==> config.mk <==
export PLATFORM = sky130hd
export DESIGN_NAME = packed_nibble_video_packet_writer
export DESIGN_NICKNAME = d
export VERILOG_FILES = /design/src/rtl/pnvw_pkg.sv /design/src/rtl/pnvw_palette.sv /design/src/rtl/pnvw_parser.sv /design/src/rtl/packed_nibble_video_packet_writer.sv
export SDC_FILE = /design/constraint.sdc
export NUM_CORES = 1
export LEC_CHECK = 0
export BUFFER_PORTS_ARGS = -buffer_cell sky130_fd_sc_hd__clkbuf_2
export CORE_ASPECT_RATIO = 1.2
export CORE_MARGIN = 3
export CORE_UTILIZATION = 50
export CTS_BUF_LIST = sky130_fd_sc_hd__clkbuf_2 sky130_fd_sc_hd__clkbuf_4 sky130_fd_sc_hd__clkbuf_8
export DETAILED_ROUTE_END_ITERATION = 12
export GPL_TIMING_DRIVEN = 0
export PLACE_DENSITY = 0.67
export SYNTH_ARGS = -nofsm -noshare
export SYNTH_HDL_FRONTEND = slang
export SYNTH_SLANG_ARGS = --single-unit
==> constraint.sdc <==
create_clock -name clk_i -period 8.3 [get_ports clk_i]
set_input_delay 1.66 -clock clk_i [delete_from_list [all_inputs] [get_ports clk_i]]
set_output_delay 1.66 -clock clk_i [all_outputs]
set_load 0.02 [all_outputs]
==> src/rtl/pnvw_pkg.sv <==
package pnvw_pkg;

  // Framebuffer geometry
  localparam int FbLines     = 512;
  localparam int MaxRowWords = 256;

  // Register indexes on the configuration port
  localparam logic [2:0] CfgPaletteSelect = 3'd0;
  localparam logic [2:0] CfgRowWords      = 3'd1;
  localparam logic [2:0] CfgUserColors0   = 3'd2;
  localparam logic [2:0] CfgUserColors1   = 3'd3;
  localparam logic [2:0] CfgUserColors2   = 3'd4;
  localparam logic [2:0] CfgUserColors3   = 3'd5;
  localparam logic [2:0] CfgUserColors4   = 3'd6;
  localparam logic [2:0] CfgUserColors5   = 3'd7;

  typedef enum logic [1:0] {
    PalStandard  = 2'd0,
    PalAlternate = 2'd1,
    PalUser      = 2'd2
  } pnvw_pal_sel_e;

  localparam logic [23:0] StdPal [16] = '{
    24'h000000, 24'hFFFFFF, 24'h68372B, 24'h70A4B2, 24'h6F3D86, 24'h588D43,
    24'h352879, 24'hB8C76F, 24'h6F4F25, 24'h433900, 24'h9A6759, 24'h444444,
    24'h6C6C6C, 24'h9AD284, 24'h6C5EB5, 24'h959595
  };

  localparam logic [23:0] AltPal [16] = '{
    24'h060A0B, 24'hF2F1F1, 24'hB63C47, 24'hA2F7ED, 24'hAF45D7, 24'h86F964,
    24'h003AF2, 24'hF8FE8A, 24'hD06E28, 24'h794E00, 24'hFB918F, 24'h5E6E69,
    24'hA3B6AD, 24'hD1FCC5, 24'h6EB3FF, 24'hDCE2DB
  };

  typedef struct packed {
    logic [7:0] packet_byte;
    logic       last_byte;
  } pnvw_in_t;

  typedef struct packed {
    logic [16:0] fb_address;
    logic [63:0] pixel_pair;
    logic        write_enable;
    logic        seq_gap;
    logic        frame_end;
  } pnvw_out_t;

  // One payload word handed from the parser stage to the write stage
  typedef struct packed {
    logic [15:0] row;
    logic [8:0]  col;
    logic [7:0]  pixels;
    logic        we;
    logic        gap;
    logic        frame_end;
  } pnvw_job_t;

endpackage

==> src/rtl/pnvw_palette.sv <==
module pnvw_palette (
  input  logic [1:0]   sel_i,
  input  logic [383:0] user_pal_i,
  input  logic [3:0]   index_i,
  output logic [31:0]  rgba_o
);
  import pnvw_pkg::*;

  logic [23:0] color;

  always_comb begin
    case (sel_i)
      PalAlternate: color = AltPal[index_i];
      PalUser:      color = user_pal_i[24 * index_i +: 24];
      default:      color = StdPal[index_i];
    endcase
  end

  // Alpha is always opaque
  assign rgba_o = {color, 8'hff};

endmodule

==> src/rtl/pnvw_parser.sv <==
module pnvw_parser (
  input  logic                clk_i,
  input  logic                rst_ni,
  input  logic                in_valid_i,
  output logic                in_ready_o,
  input  pnvw_pkg::pnvw_in_t  in_data_i,
  input  logic [8:0]          pitch_i,
  output logic                job_valid_o,
  input  logic                job_ready_i,
  output pnvw_pkg::pnvw_job_t job_o
);
  import pnvw_pkg::*;

  localparam logic [3:0] HeaderBytes = 4'd12;
  localparam logic [3:0] HdrSeqLo    = 4'd0;
  localparam logic [3:0] HdrSeqHi    = 4'd1;
  localparam logic [3:0] HdrLineLo   = 4'd4;
  localparam logic [3:0] HdrLineHi   = 4'd5;
  localparam logic [3:0] HdrPplLo    = 4'd6;
  localparam logic [3:0] HdrPplHi    = 4'd7;
  localparam logic [3:0] HdrLines    = 4'd8;

  logic [3:0]  hdr_cnt_q, hdr_cnt_d;
  logic [15:0] seq_q, seq_d, line_q, line_d, ppl_q, ppl_d, prev_seq_q, prev_seq_d;
  logic [7:0]  lpp_q, lpp_d, loff_q, loff_d;
  logic        gap_q, gap_d;
  logic [14:0] col_q, col_d;
  logic        job_valid_q;
  pnvw_job_t   job_q, job_d;

  logic        accept, emit, active;
  logic [14:0] hppl;
  logic [15:0] row, col_inc;
  logic        new_gap;

  assign in_ready_o = !job_valid_q || job_ready_i;
  assign accept     = in_valid_i && in_ready_o;

  assign hppl    = ppl_q[15:1];
  assign active  = (loff_q < lpp_q) && (col_q < hppl);
  assign row     = {1'b0, line_q[14:0]} + {8'b0, loff_q};
  assign col_inc = {1'b0, col_q} + 16'd1;
  assign new_gap = (prev_seq_q + 16'd1) != seq_q;

  always_comb begin
    hdr_cnt_d  = hdr_cnt_q;
    seq_d      = seq_q;
    line_d     = line_q;
    ppl_d      = ppl_q;
    lpp_d      = lpp_q;
    prev_seq_d = prev_seq_q;
    gap_d      = gap_q;
    col_d      = col_q;
    loff_d     = loff_q;
    emit       = 1'b0;
    job_d      = job_q;
    if (accept) begin
      if (hdr_cnt_q != HeaderBytes) begin
        case (hdr_cnt_q)
          HdrSeqLo:  seq_d[7:0]   = in_data_i.packet_byte;
          HdrSeqHi:  seq_d[15:8]  = in_data_i.packet_byte;
          HdrLineLo: line_d[7:0]  = in_data_i.packet_byte;
          HdrLineHi: line_d[15:8] = in_data_i.packet_byte;
          HdrPplLo:  ppl_d[7:0]   = in_data_i.packet_byte;
          HdrPplHi:  ppl_d[15:8]  = in_data_i.packet_byte;
          HdrLines:  lpp_d        = in_data_i.packet_byte;
          default: ;
        endcase
        if (hdr_cnt_q == HeaderBytes - 4'd1) begin
          // Header complete: check sequence, start payload at origin
          gap_d      = new_gap;
          prev_seq_d = seq_q;
          col_d      = '0;
          loff_d     = '0;
          hdr_cnt_d  = HeaderBytes;
          if (in_data_i.last_byte) begin
            // Empty payload still reports gap and frame end
            emit            = 1'b1;
            job_d           = '0;
            job_d.gap       = new_gap;
            job_d.frame_end = line_q[15];
            hdr_cnt_d       = '0;
          end
        end else begin
          hdr_cnt_d = hdr_cnt_q + 4'd1;
          if (in_data_i.last_byte) begin
            // Truncated header: drop the packet
            hdr_cnt_d = '0;
            col_d     = '0;
            loff_d    = '0;
          end
        end
      end else begin
        emit            = 1'b1;
        job_d.row       = row;
        job_d.col       = col_q[8:0];
        job_d.pixels    = in_data_i.packet_byte;
        job_d.we        = active && (int'(row) < FbLines)
                          && (col_q < {6'b0, pitch_i});
        job_d.gap       = gap_q;
        job_d.frame_end = in_data_i.last_byte && line_q[15];
        if (active) begin
          if (col_inc >= {1'b0, hppl}) begin
            col_d = '0;
            if (loff_q != 8'hff) loff_d = loff_q + 8'd1;
          end else begin
            col_d = col_inc[14:0];
          end
        end
        if (in_data_i.last_byte) begin
          hdr_cnt_d = '0;
          col_d     = '0;
          loff_d    = '0;
        end
      end
    end
  end

  always_ff @(posedge clk_i or negedge rst_ni) begin
    if (!rst_ni) begin
      hdr_cnt_q   <= '0;
      seq_q       <= '0;
      line_q      <= '0;
      ppl_q       <= '0;
      lpp_q       <= '0;
      prev_seq_q  <= '0;
      gap_q       <= 1'b0;
      col_q       <= '0;
      loff_q      <= '0;
      job_valid_q <= 1'b0;
    end else begin
      hdr_cnt_q  <= hdr_cnt_d;
      seq_q      <= seq_d;
      line_q     <= line_d;
      ppl_q      <= ppl_d;
      lpp_q      <= lpp_d;
      prev_seq_q <= prev_seq_d;
      gap_q      <= gap_d;
      col_q      <= col_d;
      loff_q     <= loff_d;
      if (in_ready_o) job_valid_q <= emit;
    end
  end

  always_ff @(posedge clk_i) begin
    if (in_ready_o) job_q <= job_d;
  end

  assign job_valid_o = job_valid_q;
  assign job_o       = job_q;

  a_cnt_range: assert property (@(posedge clk_i) disable iff (!rst_ni)
    hdr_cnt_q <= HeaderBytes)
    else $error("header count beyond header length");

  a_job_hold: assert property (@(posedge clk_i) disable iff (!rst_ni)
    job_valid_q && !job_ready_i |=> job_valid_q && $stable(job_q))
    else $error("stalled job word lost or changed");

  a_col_bound: assert property (@(posedge clk_i) disable iff (!rst_ni)
    (hdr_cnt_q == HeaderBytes) && (col_q != '0) |-> col_q < hppl)
    else $error("pair column outside line");

  a_hdr_col_zero: assert property (@(posedge clk_i) disable iff (!rst_ni)
    (hdr_cnt_q != HeaderBytes) |-> (col_q == '0) && (loff_q == '0))
    else $error("payload position not cleared during header");

endmodule

==> src/rtl/packed_nibble_video_packet_writer.sv <==
// Packed-nibble video packet writer. Feed a packet one byte per word on the
// input channel: a 12-byte little-endian header (seq, frame, line with the
// frame-end flag in bit 15, pixels per line, lines in packet, bpp, encoding)
// followed by payload bytes that each carry two 4-bit color indices. Every
// payload byte yields one output word: a 64-bit framebuffer write of two RGBA
// pixels (high nibble in bits 63..32) at row * min(row_words, 256) + pair
// column, with write_enable low (address and data zero) when the byte falls
// outside the packet's lines or the framebuffer. A header that ends with the
// last byte yields one word with write_enable low carrying seq_gap and
// frame_end; a truncated header yields nothing. The block takes one byte
// every cycle while its output is not stalled; a result passes a register
// stage for header parsing and position tracking, then one for the address
// multiply and palette lookup. Write configuration only while the block is idle.
module packed_nibble_video_packet_writer (
  input  logic                clk_i,
  input  logic                rst_ni,
  input  logic                in_valid_i,
  output logic                in_ready_o,
  input  pnvw_pkg::pnvw_in_t  in_data_i,
  output logic                out_valid_o,
  input  logic                out_ready_i,
  output pnvw_pkg::pnvw_out_t out_data_o,
  input  logic                cfg_we_i,
  input  logic [2:0]          cfg_index_i,
  input  logic [63:0]         cfg_wdata_i
);
  import pnvw_pkg::*;

  // Configuration registers
  logic [1:0]   pal_sel_q;
  logic [8:0]   row_words_q;
  logic [383:0] user_pal_q;

  always_ff @(posedge clk_i or negedge rst_ni) begin
    if (!rst_ni) begin
      pal_sel_q   <= PalStandard;
      row_words_q <= 9'd192;
      user_pal_q  <= '0;
    end else if (cfg_we_i) begin
      unique case (cfg_index_i)
        CfgPaletteSelect: pal_sel_q           <= cfg_wdata_i[1:0];
        CfgRowWords:      row_words_q         <= cfg_wdata_i[8:0];
        CfgUserColors0:   user_pal_q[63:0]    <= cfg_wdata_i;
        CfgUserColors1:   user_pal_q[127:64]  <= cfg_wdata_i;
        CfgUserColors2:   user_pal_q[191:128] <= cfg_wdata_i;
        CfgUserColors3:   user_pal_q[255:192] <= cfg_wdata_i;
        CfgUserColors4:   user_pal_q[319:256] <= cfg_wdata_i;
        CfgUserColors5:   user_pal_q[383:320] <= cfg_wdata_i;
        default: ;
      endcase
    end
  end

  // Clamp the pitch to the widest supported line
  logic [8:0] pitch;
  assign pitch = (int'(row_words_q) > MaxRowWords) ? 9'(MaxRowWords) : row_words_q;

  // Stage one: header parsing and payload position
  logic      job_valid, job_ready;
  pnvw_job_t job;

  pnvw_parser u_parser (
    .clk_i       (clk_i),
    .rst_ni      (rst_ni),
    .in_valid_i  (in_valid_i),
    .in_ready_o  (in_ready_o),
    .in_data_i   (in_data_i),
    .pitch_i     (pitch),
    .job_valid_o (job_valid),
    .job_ready_i (job_ready),
    .job_o       (job)
  );

  // Stage two: palette lookup for both nibbles, in parallel with the address
  logic [31:0] rgba_hi, rgba_lo;

  pnvw_palette u_pal_hi (
    .sel_i      (pal_sel_q),
    .user_pal_i (user_pal_q),
    .index_i    (job.pixels[7:4]),
    .rgba_o     (rgba_hi)
  );

  pnvw_palette u_pal_lo (
    .sel_i      (pal_sel_q),
    .user_pal_i (user_pal_q),
    .index_i    (job.pixels[3:0]),
    .rgba_o     (rgba_lo)
  );

  // Word address: row times pitch plus column, kept to the address width
  logic [24:0] addr_full;
  assign addr_full = 25'(job.row) * 25'(pitch) + 25'(job.col);

  pnvw_out_t out_d, out_q;
  logic      out_valid_q;

  always_comb begin
    out_d              = '0;
    out_d.write_enable = job.we;
    out_d.seq_gap      = job.gap;
    out_d.frame_end    = job.frame_end;
    // Drive zero address and data on a suppressed write
    if (job.we) begin
      out_d.fb_address = addr_full[16:0];
      out_d.pixel_pair = {rgba_hi, rgba_lo};
    end
  end

  // Output register: advance whenever it is empty or being drained
  assign job_ready = !out_valid_q || out_ready_i;

  always_ff @(posedge clk_i or negedge rst_ni) begin
    if (!rst_ni) begin
      out_valid_q <= 1'b0;
    end else if (job_ready) begin
      out_valid_q <= job_valid;
    end
  end

  always_ff @(posedge clk_i) begin
    if (job_ready) out_q <= out_d;
  end

  assign out_valid_o = out_valid_q;
  assign out_data_o  = out_q;

  a_suppressed_zero: assert property (@(posedge clk_i) disable iff (!rst_ni)
    out_valid_o && !out_data_o.write_enable
      |-> (out_data_o.fb_address == '0) && (out_data_o.pixel_pair == '0))
    else $error("suppressed word carries address or data");

  a_alpha_opaque: assert property (@(posedge clk_i) disable iff (!rst_ni)
    out_valid_o && out_data_o.write_enable
      |-> (out_data_o.pixel_pair[7:0] == 8'hff) && (out_data_o.pixel_pair[39:32] == 8'hff))
    else $error("pixel alpha not opaque");

  a_job_moves: assert property (@(posedge clk_i) disable iff (!rst_ni)
    job_valid && job_ready |=> out_valid_q)
    else $error("parsed word not taken into output register");

endmodule
# After elaboration in Yosys (flattened, before gate mapping)
# Memories as Yosys holds them, arrays and structs flattened.
# Cells that the tools add are included.
classes:
  order_cmp: 8
  muxes: 37
  n_reduce_logical: 35
  shifts: 2
  n_eq_ne: 22
  n_bitwise: 2
  mul: 3
  addsub: 6
ops:
  columns: ["operator", "count"]
  rows:
  - ["$shiftx 384x10->24", 2]
  - ["$mux 24", 8]
  - ["$mux 36", 3]
  - ["$pmux 24 s2", 2]
  - ["$mux 15", 6]
  - ["$mux 8", 7]
  - ["$mux 40", 1]
  - ["$reduce_and 3->1", 9]
  - ["$mux 4", 5]
  - ["$reduce_and 2->1", 9]
  - ["$add 17x9->17", 1]
  - ["$mul 16x9->17", 1]
  - ["$add 15x1->16 const B", 1]
  - ["$add 15x8->16", 1]
  - ["$add 16x1->16 const B", 1]
  - ["$eq 4x3->1 const B", 4]
  - ["$ge 16x15->1", 1]
  - ["$lt 16x10->1 const B", 1]
  - ["$ne 16x16->1", 1]
  - ["$lt 15x15->1", 1]
  - ["$lt 15x9->1", 1]
  - ["$eq 3x3->1 const B", 4]
  - ["$mul 2x4->6 const A", 2]
  - ["$ge 5x5->1 const B", 2]
  - ["26 further kinds", 41]
word_totals:
  regBits: 617
  mem_bits_ro: 1536
  wordCells: 153
  memories: 4
  inputBits: 81
  out_inout_bits: 86
mem_list:
  columns: ["memory", "depth", "width", "rd", "rd_clocked_by_memory_dff", "write_ports", "line", "text"]
  rows:
  - ["(name not given)", 16, 24, 1, 0, 0, "pnvw_palette.sv:15", "default: color = StdPal[index_i];"]
  - ["(name not given)", 16, 24, 1, 0, 0, "pnvw_palette.sv:15", null]
  - ["(name not given)", 16, 24, 1, 0, 0, "pnvw_palette.sv:13", "PalAlternate: color = AltPal[index_i];"]
  - ["(name not given)", 16, 24, 1, 0, 0, "pnvw_palette.sv:13", null]

# Longest topological paths before layout
# Gate-level depths: netlist of run 1.
logic_depth:
  word_depth: 6
  mapped_depth: 22
  mapped_depth_nobuf: 20

# Cells and area by module
# A second synthesis of run 1 with hierarchy kept.
unflattened:
  hier_cells: 3233
  area_unflattened_um2: 38271.7
by_module_without_submodules:
  columns: ["module", "seq_area_each_um2", "n_inst", "area_each_um2", "cells_per_inst"]
  rows:
  - ["packed_nibble_video_packet_writer", 12434.4, 1, 21286.7, 1437]
  - ["pnvw_parser", 3583.4, 1, 7837.5, 738]
  - ["pnvw_palette (u_pal_lo)", 0.0, 1, 4594.4, 524]
  - ["pnvw_palette (u_pal_hi)", 0.0, 1, 4553.1, 534]

# Worst setup path after synthesis of run 1
# Ideal clock, no wire load.
synth_path:
  path_kind: "reg2reg"
  from: "reg row_words_q[8]"
  to: "reg out_q, in the netlist out_data_o[82] (data pin)"
  t_arrival_ps: 5417
  slack_ps: 2618
  stages_incl_launch_ff: 23
  path_buffers: 2
  setup_time_ps: 265
  cell_sequence: "dfrtp_1 > nor2b_1 > clkbuf_1 > clkbuf_1 > nand2_1 > fa_1 > inv_1 > fa_1 > inv_1 > fa_1 > inv_1 > fa_1 > inv_1 > fa_1 > inv_1 > ha_1 > or4_1 > a311o_1 > nand3_1 > nand3_1 > nor3_1 > or3_1 > nand3_1"
synth_between:
  elab_chain_len: 4
synth_rtl:
  columns: ["item", "line", "text"]
  rows:
  - ["start, declared", "packed_nibble_video_packet_writer.sv:31", "logic [8:0] row_words_q;"]
  - ["start signal, assigned", "packed_nibble_video_packet_writer.sv:42", "CfgRowWords: row_words_q <= cfg_wdata_i[8:0];"]
  - ["$gt 9x9->1", "packed_nibble_video_packet_writer.sv:56", "assign pitch = (int'(row_words_q) > MaxRowWords) ? 9'(MaxRowWords) : row_words_q;"]
  - ["$mux 9 (*)", "packed_nibble_video_packet_writer.sv:56", null]
  - ["$mul 16x9->17 (*)", "packed_nibble_video_packet_writer.sv:93", "assign addr_full = 25'(job.row) * 25'(pitch) + 25'(job.col);"]
  - ["$add 17x9->17 (*)", "packed_nibble_video_packet_writer.sv:93", null]
  - ["end signal, assigned", "packed_nibble_video_packet_writer.sv:122", "if (job_ready) out_q <= out_d;"]
  - ["end, declared", "packed_nibble_video_packet_writer.sv:95", "pnvw_out_t out_d, out_q;"]
# Mark *: on every way between the ends. The rest lies on a longest branch, timed or not.
# A chain may end at the register's enable or synchronous reset.

# Worst setup path after layout of run 1
# Ends and elaborated chain as after synthesis.

==> results of run 1 <==
[cell families after synthesis]
group	count (synthesis)	share of synthesized area, %
buffers and inverters	352	4.23
AO/OA/AOI/OAI	406	7.31
adder cells (fa/ha/maj)	199	8.38
flip-flops	600	42.1
multiplexers	715	29.2
XOR/XNOR	61	1.52
AND/OR/NAND/NOR	555	7.19
[final cells by class]
class	count	area, um2	area share [%]
well taps	935	1170	2.85
clock buffers	144	1770	4.31
inverters	138	518	1.26
plain buffers	214	1050	2.55
multi-input cells	1936	19800	48.2
diodes	8	20.0	0.0488
clock inverters	22	178	0.433
flip-flops and latches	600	15500	37.9
repair buffers	171	1010	2.46
[state kept, by name, indices dropped and copies added, names as in the netlist]
signal	flops
out_data_o	68
out_valid_o	1
pal_sel_q	2
row_words_q	9
u_parser.col_q	15
u_parser.gap_q	1
u_parser.hdr_cnt_q	4
u_parser.job_o	36
u_parser.job_valid_o	1
u_parser.line_q	16
u_parser.loff_q	8
u_parser.lpp_q	8
u_parser.ppl_q	15
u_parser.prev_seq_q	16
u_parser.seq_q	16
user_pal_q	384
[routing by layer]
metal | track usage [%] | up-vias
met5 | 0 | -
li1 | - | 11348
met1 | 43.4 | 14313
met3 | 10.6 | 476
met4 | 20.1 | 10
met2 | 54.9 | 1763
[worst paths after layout]
| check | slack, ns | endpoint | depth (start not counted) | start |
|---|---|---|---|---|
| hold reg to reg | 0.44 | out_data_o[0] | 0 | u_parser.job_o[0] |
| setup / recovery | 1.89 | out_data_o[82] | 22 | row_words_q[8] |
| min in group asynchronous | 1.11 | u_parser.seq_q[1] | 1 | rst_ni |
| max in group asynchronous | 5.63 | user_pal_q[275] | 3 | rst_ni |
| setup reg to reg | 1.89 | out_data_o[82] | 22 | row_words_q[8] |
| hold / removal | 0.44 | out_data_o[0] | 0 | u_parser.job_o[0] |
[power groups by stage]
stage | Clock (mW) | Sequential, mW | Combinational [mW]
global placement | 0 | 4.23 | 7.56
finish | 2.66 | 4.27 | 7.90
global route | 2.81 | 4.32 | 8.98
CTS | 2.69 | 4.24 | 7.86
detailed placement | 0 | 4.30 | 7.80
floorplan | 0 | 4.15 | 6.03
[Yosys cell counts (17+ instances only)]
master,n,area [um2]
sky130_fd_sc_hd__mux2_2,467,5260
sky130_fd_sc_hd__a211oi_1,41,308
sky130_fd_sc_hd__a21oi_1,79,395
sky130_fd_sc_hd__a221oi_1,32,280
sky130_fd_sc_hd__buf_2,31,155
sky130_fd_sc_hd__ha_1,119,1490
sky130_fd_sc_hd__edfxtp_1,104,3120
sky130_fd_sc_hd__and2_1,59,369
sky130_fd_sc_hd__clkbuf_1,127,477
sky130_fd_sc_hd__xnor2_1,36,315
sky130_fd_sc_hd__xor2_1,23,201
sky130_fd_sc_hd__a31oi_1,25,156
sky130_fd_sc_hd__nand3_1,33,165
sky130_fd_sc_hd__buf_1,22,82.6
sky130_fd_sc_hd__buf_4,25,188
sky130_fd_sc_hd__nor3_1,40,200
sky130_fd_sc_hd__nor2_1,125,469
sky130_fd_sc_hd__dfrtp_1,494,12400
sky130_fd_sc_hd__inv_1,136,510
sky130_fd_sc_hd__mux4_1,23,604
sky130_fd_sc_hd__o211ai_1,17,128
sky130_fd_sc_hd__nand2_1,193,724
sky130_fd_sc_hd__o21ai_0,108,541
sky130_fd_sc_hd__fa_1,80,1600
sky130_fd_sc_hd__mux4_2,213,4800
sky130_fd_sc_hd__nor2b_1,17,106
[worst max-delay path, cell delays in order (launching register included)]
cell	delay (ns)
sky130_fd_sc_hd__dfrtp_1	0.49
sky130_fd_sc_hd__nor2b_1	0.15
sky130_fd_sc_hd__clkbuf_1	0.36
sky130_fd_sc_hd__clkbuf_1	0.45
sky130_fd_sc_hd__nand2_1	0.15
sky130_fd_sc_hd__fa_1	0.52
sky130_fd_sc_hd__inv_1	0.05
sky130_fd_sc_hd__fa_1	0.50
sky130_fd_sc_hd__inv_1	0.06
sky130_fd_sc_hd__fa_1	0.53
sky130_fd_sc_hd__inv_1	0.05
sky130_fd_sc_hd__fa_1	0.48
sky130_fd_sc_hd__inv_1	0.05
sky130_fd_sc_hd__fa_1	0.47
sky130_fd_sc_hd__inv_1	0.04
sky130_fd_sc_hd__ha_1	0.21
sky130_fd_sc_hd__or4_1	0.52
sky130_fd_sc_hd__a311o_1	0.32
sky130_fd_sc_hd__nand3_1	0.11
sky130_fd_sc_hd__nand3_1	0.13
sky130_fd_sc_hd__nor3_1	0.27
sky130_fd_sc_hd__or3_1	0.17
sky130_fd_sc_hd__nand3_1	0.07
[stage by stage]
step	utilization [%]	hold slack [ns]
after detailed placement	53.8	0.429
final	56.5	0.440
after global placement	53.5	0.411
after CTS	56.4	0.447
after floorplan	-	0.400
after global routing	56.4	0.453
==> impl_results.md, run 1 <==
* Clock network latency to the later pin of the worst-skew pair at approximately 0.75 ns
* Power Internal at between 8 and 9 mW
* Post-route cell area at between 0.04 and 0.05 mm2
* Count of mapped cells out of synthesis at approximately 2,900
* Filler instances at slightly above 6,000
* Proportion of power drawn by combinational gates at around 53%
* RePlAce Congestion at ~0.96
* Met1 routed wirelength after detailed routing at roughly 50 mm
* DIE AREA at 0.0771 mm2
* Most used DFF post-synth: sky130_fd_sc_hd__dfrtp_1
* Share of power burned in registers at between 20% and 30%
* Max VDD drop at ~0.71 mV
* Clock buffer count from CTS at 97
* Uppermost routed layer: met5
* Number of detailed-route iterations in the first pass at 11
* Number of clock sinks seen by CTS at 600
* Required time of the critical path at just under 9 ns
* Total Power at roughly 15 mW
* Remaining number of nets flagged by the antenna check after routing at 0
* Number of endpoints failing setup at the final stage at 0
* Area growth from synthesis to final layout at 11.3%
* Number of DRC markers in iteration 0 at roughly 3,100
* Maximum buffer depth of the clock tree at 3
* Post-synthesis net count at approximately 3,200
* Slew Limit Fails at 33
* Fraction of final layout cells with drive strength greater than 1 at between 30% and 40%
* Most frequent standard cell in the layout excluding fill and tap cells: sky130_fd_sc_hd__dfrtp_1
* Mean instance size in the synthesized netlist at approximately 13 um2
* Via density at ~6.7
* Failing checks: DRC, capacitance limit, slew limit
* Grt total ovfl at 0
* Clock transition time at the flip-flop clock pins of the worst setup and hold paths at roughly 0.060 ns
* Async set or reset register ratio after synthesis at between 80% and 90%
* Period utilisation layout at 77.3%
* Detailed placement HPWL at roughly 95 mm
* CTS Root Buffer Type: sky130_fd_sc_hd__clkbuf_8
* Total negative slack for setup checks at 0 ns
* Biggest fanout along the worst timing path at 10
* Leading cell types in the layout, fill and taps excluded: sky130_fd_sc_hd__dfrtp_1 (494), sky130_fd_sc_hd__mux2_2 (467), sky130_fd_sc_hd__mux4_2 (213)
* Detailed-route wire length at between 100 and 150 mm
* Outcome: complete, but fails checks
* Total routing usage reported by global routing at a little over a third
* Actual transition at the worst max-transition pin at between 1.5 and 2 ns
* Worst setup path class: register to register
* Metal3 WL at 14.1 mm
* Die W at ~250 um
* TritonCTS clock tree: yes
* Routed via count at ~28,000
* Worst hold path class: register to register
* Max Cap Violations at 3
* Cell area after placement at 0.0391 mm2
* Number of distinct library cell variants in the gate-level netlist after synthesis at between 80 and 90
* Maximum number of pins on one net before global-route repair at 122
* Critical path data arrival time at about 6.9 ns
* FF+latch count, synth at 600
* Number of H-tree levels at 3
* Clock Power Share at 18.0%
* Placement Setup Slack at 1.95 ns
* Share of synthesized area occupied by flip-flops and latches at 42.1%
* I/O pin total at ~170
* Static leakage at 17.4 nW
* Final Non-Filler Cells at between 4,000 and 5,000
* Yosys Warn Count at 0
* Met2 WL post-DR at between 60 and 70 mm
* Skew final at about 0.045 ns
* Standard-cell row count at roughly 110
* Std-Cell Core Area at 0.0727 mm2
* Via count of the first global-routing pass at roughly 29,000
* Crit. End Element: register
* Normalized max-slew margin at -5.79%
* Port bufs at 164
* DP Cell Count at about 4,000
* Sw Pwr at roughly 6 mW
* CP startpoint kind: register
* Sw Ratio at 39.8%
* Number of DRC violations after detailed routing at 2
* Final worst setup slack at 1.89 ns
* Initial antenna violation count at 10
* Wirelength per Cell at approximately 32 um
* Achievable Freq at ~160 MHz
* PostCTS Resize Cnt at 0
* Final Hold Vio Count at 0
* Wire length of the first global-routing pass at between 150 and 200 mm
* Combined area of all synthesized cells at roughly 0.037 mm2
* Setup bufs post-CTS at 0
* Minimum clock period after layout at 6.41 ns
* Initial cell density of the core at 50.7%
* Number of enable-type register cells in the synthesized netlist at between 100 and 150
* Hold buffer count at CTS at 0
* Power density relative to cell area at between 300 and 400 mW/mm2
* RSZ-0062 raised after global routing: false
* Die Height at between 300 and 400 um
* Fin nets at around 3,400
Note: power is estimated with default switching activity, not from simulation.
==> inputs of run 2 (changes only) <==
--- a/config.mk
+++ b/config.mk
@@ -12,7 +12,7 @@
 export CTS_BUF_LIST = sky130_fd_sc_hd__clkbuf_2 sky130_fd_sc_hd__clkbuf_4 sky130_fd_sc_hd__clkbuf_8
 export DETAILED_ROUTE_END_ITERATION = 12
 export GPL_TIMING_DRIVEN = 0
-export PLACE_DENSITY = 0.67
+export PLACE_DENSITY = 0.7
 export SYNTH_ARGS = -nofsm -noshare
 export SYNTH_HDL_FRONTEND = slang
 export SYNTH_SLANG_ARGS = --single-unit
==> constraint.sdc (replaced) <==
create_clock -name clk_i -period 5.2 [get_ports clk_i]
set_input_delay 1.04 -clock clk_i [delete_from_list [all_inputs] [get_ports clk_i]]
set_output_delay 1.04 -clock clk_i [all_outputs]
set_load 0.02 [all_outputs]
==> run 2 against run 1 <==
  * Flip-flop and latch count unchanged
  * Clock-buffer cell count up 8
  * Clock skew increased by 0.0041 ns
  * Largest cell class unchanged
  * Combinational power is 95% higher
  * Fmax increased by 16%
  * Critical path type unchanged
  * Clock power rose by 68%
  * Cell area increased by 2.1%
  * Register-to-register slack worse by 2.2 ns
  * First-iteration DRC count grew 6.7%
  * The flow finishes with violations (capacitance limit, slew limit, setup timing)
  * Routed wire length down 1.2%
  * Sequential power is 59% higher
  * Die area unchanged
==> impl_results.md, run 2 (synthesis gave the netlist of run 1 again) <==
* Outcome: complete, but fails checks
* Failing checks: capacitance limit, slew limit, setup timing
* Critical path data arrival time at 6.02 ns (-0.84 ns)
* Via count of the first global-routing pass at 28,767 (+0.13%)
* Met2 Usage GRT at 53.8% (-1.1 points)
* Max VDD drop at 1.19 mV (+67%)
* Final Non-Filler Cells at 4,216 (+1.2%)
* Cell chain of the critical path: buf_12, buf_12, nor2b_4, buf_8, nand2_4, fa_1, fa_1, inv_2, fa_1, fa_1, inv_1, fa_1, inv_2, ha_4, or4_1, a311o_1, nand3_1, nand3_2, nor3_4, or3_1, nand3_1
* Global route hottest layer: met2
* Port bufs at 164 (unchanged)
* Critical path's most frequent cell: sky130_fd_sc_hd__fa_1
* Skew final at 0.0492 ns (+0.00405 ns)
* Number of cells on the worst reg-to-reg path at 21 (-4.5%)
* Biggest fanout along the worst timing path at 5 (-5)
* Clock transition time at the flip-flop clock pins of the worst setup and hold paths at 0.07 ns (about the same)
* Via density at 6.72 (+0.42%)
* Post-route cell area at 0.0419 mm2 (+2.1%)
* Fin nets at 3,471 (+0.96%)
* Minimum clock period after layout at 5.54 ns (-0.869 ns)
* Maximum cell stage delay along the critical path at 0.51 ns (-0.02 ns)
* Clock network latency to the later pin of the worst-skew pair at 0.77 ns (+0.02 ns)
* Final worst setup slack at -0.345 ns (-2.23 ns)
* Number of clock sinks seen by CTS at 600 (unchanged)
* Filler instances at 5,910 (-2.2%)
* I/O pin total at 167 (unchanged)
* Leading cell types in the layout, fill and taps excluded: sky130_fd_sc_hd__dfrtp_1 (493), sky130_fd_sc_hd__mux2_2 (467), sky130_fd_sc_hd__mux4_2 (213)
* Die W at 254 um (unchanged)
* Flip-flop count of the largest register, all copies and words added at 384 (unchanged)
* Die Height at 304 um (unchanged)
* Area growth from synthesis to final layout at 13.6%
* TritonCTS clock tree: yes
* Slowest cell on the critical path: sky130_fd_sc_hd__fa_1
* DP Cell Count at 3,996 (+0.050%)
* Wirelength per Cell at 31.4 um (-2.3%)
* Final Hold Vio Count at 0 (unchanged)
* Fraction of final layout cells with drive strength greater than 1 at 36.5% (+2.4 points)
* Total routing usage reported by global routing at 34.6% (-0.45 points)
* CP startpoint kind: register
* Remaining number of nets flagged by the antenna check after routing at 0 (unchanged)
* R2r setup slk at -0.34 ns (-2.23 ns)
* Actual transition at the worst max-transition pin at 1.60 ns (+0.0105 ns)
* Clock buffer count from CTS at 96 (-1.0%)
* Slew Limit Fails at 99 (+200%)
* Number of DRC violations after detailed routing at 0 (-2)
* Number of DRC markers in iteration 0 at 3,313 (+6.7%)
* Power density relative to cell area at 638 mW/mm2 (+76%)
* RSZ-0062 raised after global routing: true
* Crit. End Element: register
* Crit Reg-Reg Startpoint: row_words_q[8]
* Total Power at 26.7 mW (+80%)
* Period utilisation layout at 107% (+29 points)
* Standard-cell row count at 108 (unchanged)
* Most frequent standard cell in the layout excluding fill and tap cells: sky130_fd_sc_hd__dfrtp_1
* Initial antenna violation count at 23 (+13)
* Grt total ovfl at 0 (unchanged)
* Met1 capacity usage during global routing at 42.3% (-1.2 points)
* Achievable Freq at 180 MHz (+16%)
* Detailed-route wire length at 133 mm (-1.2%)
* Cell area after placement at 0.0392 mm2 (+0.30%)
* Final worst hold slack at 0.253 ns (-0.187 ns)
* Std-Cell Core Area at 0.0727 mm2 (unchanged)
* Number of H-tree levels at 3 (unchanged)
* Initial cell density of the core at 50.7% (unchanged)
* Maximum number of pins on one net before global-route repair at 119 (-2.5%)
* RePlAce Congestion at 0.970 (+0.82%)
* Placement Setup Slack at -0.663 ns (-2.62 ns)
* Required time of the critical path at 5.67 ns (-3.08 ns)
* Top reg by flops: user_pal_q
* Routed via count at 28,350 (+1.6%)
* Static leakage at 17.8 nW (+2.4%)
* Number of detailed-route iterations in the first pass at 7 (-4)
* Worst setup path class: register to register
* Met3 track demand over resource in global routing at 11.8% (+1.2 points)
* Finished Core Util at 57.6% (+1.2 points)
* DIE AREA at 0.0771 mm2 (unchanged)
* Number of endpoints failing setup at the final stage at 6 (+6)
* Endpoint of the lowest-slack register-to-register path: out_data_o[82]
* Total negative slack for setup checks at -1.34 ns (-1.34 ns)
* Wire length of the first global-routing pass at 192 mm (-1.2%)
* CTS Root Buffer Type: sky130_fd_sc_hd__clkbuf_8
* Buffers plus inverters on the worst setup path at 6 (-1)
* Detailed placement HPWL at 93.6 mm (-1.6%)
* Max Cap Violations at 10 (+7)
* Worst hold path class: primary input to asynchronous set/reset pin
* Normalized max-slew margin at -6.49% (-0.70 points)
* Maximum buffer depth of the clock tree at 3 (unchanged)
* CP top delay family: adder cells
[run 2: changes by cell type in the layout (fill, tap and decap cells not counted), sizes merged]
cell,delta
buf,+42
diode,+3
clkinv,+2
inv,+2
clkbuf,-1
clkdlybuf4s15,+1
clkinvlp,-1
[run 2: repair_timing]
action | CTS | global route
buffers inserted | 22 | 11
cloned | 0 | 1
hold buffers | 0 | 0
pin swaps | 20 | 26
resized for setup | 44 | 23
endpoints found under the setup margin | 9 | 8
[run 2: worst max path at each step]
stage	slack [ns]	start	endpoint	cells after the start
CTS	-0.30	row_words_q[8]	out_data_o[80]	21
finish	-0.34	row_words_q[8]	out_data_o[82]	21
global placement	-8.74	rst_ni	row_words_q[8]	1
global route	-0.51	row_words_q[8]	out_data_o[82]	21
detailed placement	-0.66	row_words_q[7]	out_data_o[80]	19
floorplan	-0.12	row_words_q[8]	out_data_o[80]	20
[run 2: final cells by class]
cell class,count,area [um2],area share [%]
Multi-Input combinational cell,1936,20000,47.8
Clock buffer,152,1900,4.54
Tap cell,935,1170,2.79
Antenna cell,11,27.5,0.0657
Clock inverter,25,219,0.523
Inverter,138,518,1.24
Sequential cell,600,15500,37.1
Buffer,210,1160,2.77
Timing Repair Buffer,209,1340,3.19
[run 2: per-layer routing]
| metal | routed length [um] | vias to the layer above |
|---|---|---|
| met1 | 48100 | 14559 |
| met2 | 60000 | 1833 |
| li1 | - | 11418 |
| met4 | 8870 | 20 |
| met3 | 15300 | 520 |
| met5 | 155 | - |
[run 2: where the power goes]
group / switching [mW] / internal [mW]
registers: 0.644 / 6.17
clock network: 2.03 / 2.44
logic: 7.89 / 7.56
total: 10.6 / 16.2
